<file path="src/design/assert_macros.svh">
// Concurrent assertion helpers for the RTL.
`ifndef ASSERT_MACROS_SVH
`define ASSERT_MACROS_SVH

`ifndef ASSERT_OFF
`define ASSERT_CHK(lbl, clk, rst_n, prop, msg) \
  lbl: assert property (@(posedge clk) disable iff (!(rst_n)) (prop)) else $error(msg);
`define ASSERT_NEVER(lbl, clk, rst_n, cond, msg) \
  lbl: assert property (@(posedge clk) disable iff (!(rst_n)) !(cond)) else $error(msg);
`else
`define ASSERT_CHK(lbl, clk, rst_n, prop, msg)
`define ASSERT_NEVER(lbl, clk, rst_n, cond, msg)
`endif

`endif

</file>
<file path="src/design/dsp_pkg.sv">
`default_nettype none

package dsp_pkg;

  localparam int IntBitsDef     = 256;
  localparam int MaxIntBytesDef = 33;

  localparam int WordBits = 64;
  localparam int OutWords = 4;
  localparam int SnapBits = WordBits * OutWords;

  localparam logic [7:0] SeqTag    = 8'h30;
  localparam logic [7:0] IntTag    = 8'h02;
  localparam logic [8:0] HdrBytes  = 9'd4;

  typedef enum logic [2:0] {
    StOk       = 3'd0,
    StBadHdr   = 3'd1,
    StBadMark  = 3'd2,
    StLenMis   = 3'd3,
    StTooLong  = 3'd4
  } status_e;

  typedef enum logic [7:0] {
    PhIdle   = 8'b0000_0001,
    PhTotal  = 8'b0000_0010,
    PhRMark  = 8'b0000_0100,
    PhRLen   = 8'b0000_1000,
    PhRBytes = 8'b0001_0000,
    PhSMark  = 8'b0010_0000,
    PhSLen   = 8'b0100_0000,
    PhSBytes = 8'b1000_0000
  } phase_e;

  typedef struct packed {
    logic                valid;
    status_e             status;
    logic [SnapBits-1:0] r_snap;
    logic [SnapBits-1:0] s_snap;
  } dsp_result_t;

endpackage

`default_nettype wire

</file>
<file path="src/design/dsp_parse.sv">
`default_nettype none

module dsp_parse #(
  parameter int INT_BITS      = dsp_pkg::IntBitsDef,
  parameter int MAX_INT_BYTES = dsp_pkg::MaxIntBytesDef
) (
  input  wire logic               clk_i,
  input  wire logic               rst_ni,
  input  wire logic               fire_i,
  input  wire logic [7:0]         data_byte_i,
  input  wire logic               first_i,
  output dsp_pkg::dsp_result_t    res_o
);
  import dsp_pkg::*;

  localparam int LenW    = $clog2(MAX_INT_BYTES + 1);
  localparam int ExtBits = (INT_BITS > SnapBits) ? INT_BITS : SnapBits;
  localparam logic [7:0] MaxLen = 8'(MAX_INT_BYTES);

  phase_e              phase_q, phase_d;
  logic [7:0]          total_q, total_d;
  logic [LenW-1:0]     rlen_q, rlen_d;
  logic [LenW-1:0]     slen_q, slen_d;
  logic [LenW-1:0]     cnt_q, cnt_d;
  logic [INT_BITS-1:0] racc_q, racc_d;
  logic [INT_BITS-1:0] sacc_q, sacc_d;

  logic [LenW-1:0]     cnt_inc;
  logic [INT_BITS-1:0] rshift, sshift;
  logic [8:0]          len_sum;
  logic                finish;
  logic [ExtBits-1:0]  r_ext, s_ext;

  assign cnt_inc = cnt_q + LenW'(1);
  assign rshift  = {racc_q[INT_BITS-9:0], data_byte_i};
  assign sshift  = {sacc_q[INT_BITS-9:0], data_byte_i};
  assign len_sum = 9'(rlen_q) + 9'(slen_d) + HdrBytes;
  assign r_ext   = ExtBits'(racc_q);
  assign s_ext   = ExtBits'(sacc_d);

  always_comb begin
    phase_d      = phase_q;
    total_d      = total_q;
    rlen_d       = rlen_q;
    slen_d       = slen_q;
    cnt_d        = cnt_q;
    racc_d       = racc_q;
    sacc_d       = sacc_q;
    finish       = 1'b0;
    res_o.valid  = 1'b0;
    res_o.status = StOk;
    if (fire_i) begin
      if (first_i) begin
        if (data_byte_i != SeqTag) begin
          res_o.valid  = 1'b1;
          res_o.status = StBadHdr;
          phase_d      = PhIdle;
        end else begin
          phase_d = PhTotal;
        end
      end else begin
        unique case (phase_q)
          PhIdle: ;
          PhTotal: begin
            total_d = data_byte_i;
            phase_d = PhRMark;
          end
          PhRMark, PhSMark: begin
            if (data_byte_i != IntTag) begin
              res_o.valid  = 1'b1;
              res_o.status = StBadMark;
              phase_d      = PhIdle;
            end else begin
              phase_d = (phase_q == PhRMark) ? PhRLen : PhSLen;
            end
          end
          PhRLen: begin
            if (data_byte_i > MaxLen) begin
              res_o.valid  = 1'b1;
              res_o.status = StTooLong;
              phase_d      = PhIdle;
            end else begin
              rlen_d  = data_byte_i[LenW-1:0];
              cnt_d   = '0;
              racc_d  = '0;
              phase_d = (data_byte_i == 8'd0) ? PhSMark : PhRBytes;
            end
          end
          PhRBytes: begin
            racc_d = rshift;
            cnt_d  = cnt_inc;
            if (cnt_inc >= rlen_q) phase_d = PhSMark;
          end
          PhSLen: begin
            if (data_byte_i > MaxLen) begin
              res_o.valid  = 1'b1;
              res_o.status = StTooLong;
              phase_d      = PhIdle;
            end else begin
              slen_d = data_byte_i[LenW-1:0];
              cnt_d  = '0;
              sacc_d = '0;
              if (data_byte_i == 8'd0) finish = 1'b1;
              else phase_d = PhSBytes;
            end
          end
          PhSBytes: begin
            sacc_d = sshift;
            cnt_d  = cnt_inc;
            if (cnt_inc >= slen_q) finish = 1'b1;
          end
          default: phase_d = PhIdle;
        endcase
      end
    end
    if (finish) begin
      res_o.valid  = 1'b1;
      res_o.status = ({1'b0, total_q} != len_sum) ? StLenMis : StOk;
      phase_d      = PhIdle;
    end
    res_o.r_snap = r_ext[SnapBits-1:0];
    res_o.s_snap = s_ext[SnapBits-1:0];
  end

  always_ff @(posedge clk_i or negedge rst_ni) begin
    if (!rst_ni) begin
      phase_q <= PhIdle;
      total_q <= '0;
      rlen_q  <= '0;
      slen_q  <= '0;
      cnt_q   <= '0;
      racc_q  <= '0;
      sacc_q  <= '0;
    end else begin
      phase_q <= phase_d;
      total_q <= total_d;
      rlen_q  <= rlen_d;
      slen_q  <= slen_d;
      cnt_q   <= cnt_d;
      racc_q  <= racc_d;
      sacc_q  <= sacc_d;
    end
  end

endmodule

`default_nettype wire

</file>
<file path="src/design/dsp_emit.sv">
`default_nettype none

`include "assert_macros.svh"

module dsp_emit (
  input  wire logic                  clk_i,
  input  wire logic                  rst_ni,
  input  wire dsp_pkg::dsp_result_t  res_i,
  output logic                       full_o,
  output logic                       out_valid_o,
  input  wire logic                  out_stall_i,
  output logic [2:0]                 status_o,
  output logic                       which_o,
  output logic [1:0]                 word_index_o,
  output logic [dsp_pkg::WordBits-1:0] word_o,
  output logic                       last_o
);
  import dsp_pkg::*;

  dsp_result_t emit_q, pend_q;
  logic        emit_valid_q, pend_valid_q;
  logic [2:0]  idx_q;

  logic                emit_err, emit_last, out_fire, emit_free;
  logic [1:0]          widx;
  logic [SnapBits-1:0] snap;

  assign emit_err  = emit_q.status != StOk;
  assign emit_last = emit_err || (idx_q == 3'd7);
  assign out_fire  = emit_valid_q && !out_stall_i;
  assign emit_free = !emit_valid_q || (out_fire && emit_last);
  assign widx      = ~idx_q[1:0];
  assign snap      = idx_q[2] ? emit_q.s_snap : emit_q.r_snap;

  assign full_o       = pend_valid_q;
  assign out_valid_o  = emit_valid_q;
  assign status_o     = emit_q.status;
  assign which_o      = emit_err ? 1'b0 : idx_q[2];
  assign word_index_o = emit_err ? 2'd0 : widx;
  assign word_o       = emit_err ? '0 : snap[widx*WordBits +: WordBits];
  assign last_o       = emit_last;

  always_ff @(posedge clk_i or negedge rst_ni) begin
    if (!rst_ni) begin
      emit_valid_q <= 1'b0;
      pend_valid_q <= 1'b0;
      idx_q        <= '0;
    end else if (emit_free) begin
      // refill from the waiting slot first to keep order
      idx_q        <= '0;
      emit_valid_q <= pend_valid_q || res_i.valid;
      pend_valid_q <= 1'b0;
    end else begin
      if (out_fire) idx_q <= idx_q + 3'd1;
      if (res_i.valid) pend_valid_q <= 1'b1;
    end
  end

  always_ff @(posedge clk_i) begin
    if (emit_free) begin
      emit_q <= pend_valid_q ? pend_q : res_i;
    end else if (res_i.valid) begin
      pend_q <= res_i;
    end
  end

  `ASSERT_CHK(a_pend_behind_emit, clk_i, rst_ni, pend_valid_q |-> emit_valid_q,
              "waiting result without one in flight")
  `ASSERT_NEVER(a_no_overrun, clk_i, rst_ni, res_i.valid && pend_valid_q,
                "new result while both slots are full")
  `ASSERT_CHK(a_err_single, clk_i, rst_ni,
              (emit_valid_q && emit_err) |-> (idx_q == 3'd0),
              "error result advanced past first word")
  `ASSERT_CHK(a_words_follow, clk_i, rst_ni, (out_fire && !emit_last) |=> out_valid_o,
              "signature words interrupted")

endmodule

`default_nettype wire

</file>
<file path="src/design/der_signature_parser.sv">
// Results are decoded combinationally and registered in the emit slot before they are presented.
// Throughput: one byte per cycle while in_stall_o is low; a decoded signature holds the output for
// eight transfers and an error result for one, set by the word sequencer.
// Input stalls only while one result is being sent and another waits behind it.
// Reset (async, active low) returns the parser to idle and empties both result slots.
`default_nettype none

module der_signature_parser #(
  parameter int INT_BITS      = dsp_pkg::IntBitsDef,
  parameter int MAX_INT_BYTES = dsp_pkg::MaxIntBytesDef
) (
  input  wire logic                    clk_i,
  input  wire logic                    rst_ni,
  input  wire logic                    in_valid_i,
  output logic                         in_stall_o,
  input  wire logic [7:0]              data_byte_i,
  input  wire logic                    first_i,
  output logic                         out_valid_o,
  input  wire logic                    out_stall_i,
  output logic [2:0]                   status_o,
  output logic                         which_o,
  output logic [1:0]                   word_index_o,
  output logic [dsp_pkg::WordBits-1:0] word_o,
  output logic                         last_o
);
  import dsp_pkg::*;

  dsp_result_t res;
  logic        full;
  logic        in_fire;

  assign in_stall_o = full;
  assign in_fire    = in_valid_i && !full;

  dsp_parse #(
    .INT_BITS      (INT_BITS),
    .MAX_INT_BYTES (MAX_INT_BYTES)
  ) u_parse (
    .clk_i       (clk_i),
    .rst_ni      (rst_ni),
    .fire_i      (in_fire),
    .data_byte_i (data_byte_i),
    .first_i     (first_i),
    .res_o       (res)
  );

  dsp_emit u_emit (
    .clk_i        (clk_i),
    .rst_ni       (rst_ni),
    .res_i        (res),
    .full_o       (full),
    .out_valid_o  (out_valid_o),
    .out_stall_i  (out_stall_i),
    .status_o     (status_o),
    .which_o      (which_o),
    .word_index_o (word_index_o),
    .word_o       (word_o),
    .last_o       (last_o)
  );

endmodule

`default_nettype wire

</file>
<file path="config.mk">
export PLATFORM = sky130hd
export DESIGN_NAME = der_signature_parser
export DESIGN_NICKNAME = d
export VERILOG_FILES = /design/src/design/dsp_pkg.sv /design/src/design/dsp_parse.sv /design/src/design/dsp_emit.sv /design/src/design/der_signature_parser.sv
export VERILOG_INCLUDE_DIRS = /design/src /design/src/design
export SDC_FILE = /design/constraint.sdc
export NUM_CORES = 2
export LEC_CHECK = 0
export ABC_AREA = 1
export BUFFER_PORTS_ARGS = -buffer_cell sky130_fd_sc_hd__clkbuf_2
export CORE_MARGIN = 4
export CORE_UTILIZATION = 45
export CTS_CLUSTER_DIAMETER = 40
export DETAILED_ROUTE_END_ITERATION = 7
export RECOVER_POWER = 50
export SETUP_SLACK_MARGIN = 0.1
export SLEW_MARGIN = 10
export SYNTH_ARGS = -nofsm -noshare
export SYNTH_HDL_FRONTEND = slang
export SYNTH_HIERARCHICAL = 1
export SYNTH_SLANG_ARGS = --single-unit
</file>
<file path="constraint.sdc">
create_clock -name clk_i -period 102.2 [get_ports clk_i]
set_input_delay 10.22 -clock clk_i [delete_from_list [all_inputs] [get_ports clk_i]]
set_output_delay 10.22 -clock clk_i [all_outputs]
set_load 0.005 [all_outputs]
</file>
==> flow_summary_export.csv <==
group,metric,value,unit
route,drt_pass1_iterations,5,
route,wire_per_inst,20.1,um
run,drv_cap,28,
final_layout,layout_commonest_cell,"nand2_1",
pwr,p_per_area,26.3,nW/um2
synthesis,yosysUniqueCellTypes,40,
timing,tightest_slew,9.68,ns
floorplan,dieArea,154000,um2
clocking,cts_root_buffer,"clkbuf_16",
placement,io_buffer_count,85,
setup_path,worstSetupPathType,"in -> async",
final_layout,syn_to_final_growth,13.7,%
global_route,grt_max_degree,166,
final_layout,layout.cells.non_filler,7819,
timing,fmax,0.0433,GHz
run_status,status,"finished, violations left",
timing,rsz0062_at_grt,"false",
placement,place_inst,7418,
clocking,clockBufferDepth,3,
setup_path,critPathLaunch,"rst_ni",
setup_path,endpoint_kind,"async pin",
final_layout,layout-drive-gt1-share,0.167,
synthesis,seq_area_frac_synth,0.674,
setup_path,crit_fanout,132,
worst_hold_path,min_path_type,"reg -> reg",
timing,setup-tns-final,0,ns
synthesis,yosysWarnings,6,
pwr,power.leakage,32.3,nW
run_status,violations,"max-capacitance violations, max-slew violations",
timing,clock_skew,0.0456,ns
setup_path,crit_arrival,22.01,ns
placement,hpwl,88800,um
route,drc,0,
placement,place.gp.congestion,0.814,
final_layout,fin_util,0.516,
route,vias_per_cell,5.20,
timing,min_period,23.11,ns
pwr,finalPower,1.98,mW
synthesis,postSynthCellCount,5661,
clocking,clock_latency,0.82,ns
setup_path,worst_path_most_repeated_cell,"clkbuf_1",
final_layout,layout_common_cells,"nand2_1 (1480), edfxtp_1 (1030), inv_1 (825), dfrtp_1 (548), mux2_2 (489)",
clocking,cts.sink_count,1581,
synthesis,synth.net_count,5701,
clocking,post_cts_buffers,0,
clocking,clk_pin_slew,0.05,ns
timing,finalSetupViolCount,0,
floorplan,ioPinCount,86,
route,vias,40600,
setup_path,crit_path_max_incr_delay,5.79,ns
floorplan,rows,140,
worst_hold_path,hp-start,"u_parse/r_ext[255]$_DFFE_PN0P_",
floorplan,start_util,0.454,
floorplan,core_area,146000,um2
floorplan,die_x,392,um
synthesis,syn_area_per_cell,11.7,um2
pwr,vdd_drop_max,0.0237,mV
global_route,gr-total-overflow,0,
timing,hold_viol,0,
setup_path,cp.required,101.10,ns
clocking,hold_buffers,0,
timing,period_share,0.226,
setup_path,start_kind,"primary input",
setup_path,timing.rr.start,"u_emit/idx_q[2]$_DFFE_PN0P_",
synthesis,syn-cell-area,66300,um2
setup_path,crit_path_top_delay_cell,"clkbuf_1",
clocking,cts_resized,0,
timing,whs,0.475,ns
global_route,grtUsageTotal,0.206,
timing,slew_viol_final,1817,
floorplan,die_h,392,um
synthesis,synth_seq_cells,1581,
setup_path,path_cells,"clkbuf_1 -> clkbuf_1 -> clkbuf_1",
clocking,cts_tree,"done",
clocking,cts_max_level,4,
route,drtAntennaViolNets,0,
final_layout,nets,5753,
global_route,first_global_vias,40100,
route,dr.first_iter.drc_count,3256,
clocking,cts_buffers,210,
timing,relSlewSlack,-5.45,
global_route,grt_antenna_before_repair,2,
global_route,grt_pass1_wl,244000,um
route,routed_wirelength,157000,um
-- per-stage QoR --
step | cell area [um2] | setup WS [ns]
floorplan | 66300 | 3.15
global placement | 68000 | 87.60
detailed placement | 68000 | 87.61
CTS | 75600 | 87.77
global route | 75400 | 76.40
finish | 75400 | 79.09
-- sequential cells by signal, summed over array words and instances (netlist names) --
name and cells:
u_parse/sacc_q 256, u_parse/slen_q 6, u_emit/status_o 3, u_parse/total_q 8
u_parse/cnt_q 6, u_emit/idx_q 3, u_emit/pend_q 515, u_parse/phase_q 8
u_parse/rlen_q 6, u_emit/out_valid_o 1, u_emit/full_o 1, u_emit/emit_q 512
u_parse/r_ext 256
-- cell type report --
cell class	count	area [um2]
Multi-Input combinational cell	2944	16700
Fill cell	12600	70700
Sequential cell	1581	44700
Clock buffer	273	5910
Clock inverter	126	1650
Inverter	834	3150
Timing Repair Buffer	142	807
Tap cell	1917	2400
Antenna cell	2	5.00
-- critical path, delay by kind of cell --
kind     cells  cell delay, ns
buf+inv      3           11.52
-- cells by family after synthesis --
| group | count (synthesis) | share of synthesized area |
|---|---|---|
| multiplexers | 515 | 0.0875 |
| XOR/XNOR | 12 | 0.00179 |
| buffers and inverters | 1136 | 0.0727 |
| flip-flops | 1581 | 0.674 |
| AO/OA/AOI/OAI | 552 | 0.0476 |
| AND/OR/NAND/NOR | 1838 | 0.111 |
| adder cells (fa/ha/maj) | 27 | 0.00521 |
-- synthesized netlist by cell type, drive strengths merged --
library cell  count  area share
a21o              1     0.00011
a21oi             8     0.00060
and3b             1     0.00013
buf             240       0.022
clkbuf           62      0.0035
clkinv            2     0.00011
dfrtp           550        0.21
dfstp             1     0.00040
edfxtp         1030        0.47
fa                1     0.00030
ha               26      0.0049
inv             832       0.047
mux2            515       0.087
nand2          1481       0.084
nand3           285       0.022
nand3b            1     0.00011
nand4             8     0.00075
nor2             53      0.0037
nor3              5     0.00038
nor4              2     0.00019
o211ai            1     0.00011
o21ai           285       0.022
o22ai           249       0.024
o31ai             8      0.0014
or2               2     0.00019
xnor2             6     0.00079
xnor3             1     0.00034
xor2              5     0.00066
-- routing by layer --
metal,part of all wire,up-vias,global-route usage
met5,0.000076,-,0
met4,0.018,2,0.0517
met3,0.061,196,0.0351
met2,0.45,1151,0.313
met1,0.47,20200,0.308
li1,-,19100,-
-- path summary, 6_finish.rpt --
check / end / slack [ns] / cells past startpoint
worst max-delay path: u_parse/r_ext[179]$_DFFE_PN0P_ / 79.09 / 3
min in group asynchronous: u_parse/r_ext[168]$_DFFE_PN0P_ / 11.01 / 1
worst min register to register: u_emit/pend_q[511]$_DFFE_PP_ / 0.48 / 0
worst max register to register: u_emit/emit_q[146]$_DFFE_PP_ / 88.20 / 8
max in group clk_i: u_emit/emit_q[146]$_DFFE_PP_ / 80.81 / 6
worst min-delay path: u_emit/pend_q[511]$_DFFE_PP_ / 0.48 / 0
-- where the power goes --
group / internal [mW] / total [mW] / switching [mW]
clock network: 0.481 / 0.768 / 0.287
registers: 0.829 / 0.856 / 0.0269
logic: 0.109 / 0.357 / 0.248
total: 1.42 / 1.98 / 0.562
Power figures use the tool's default switching activity.
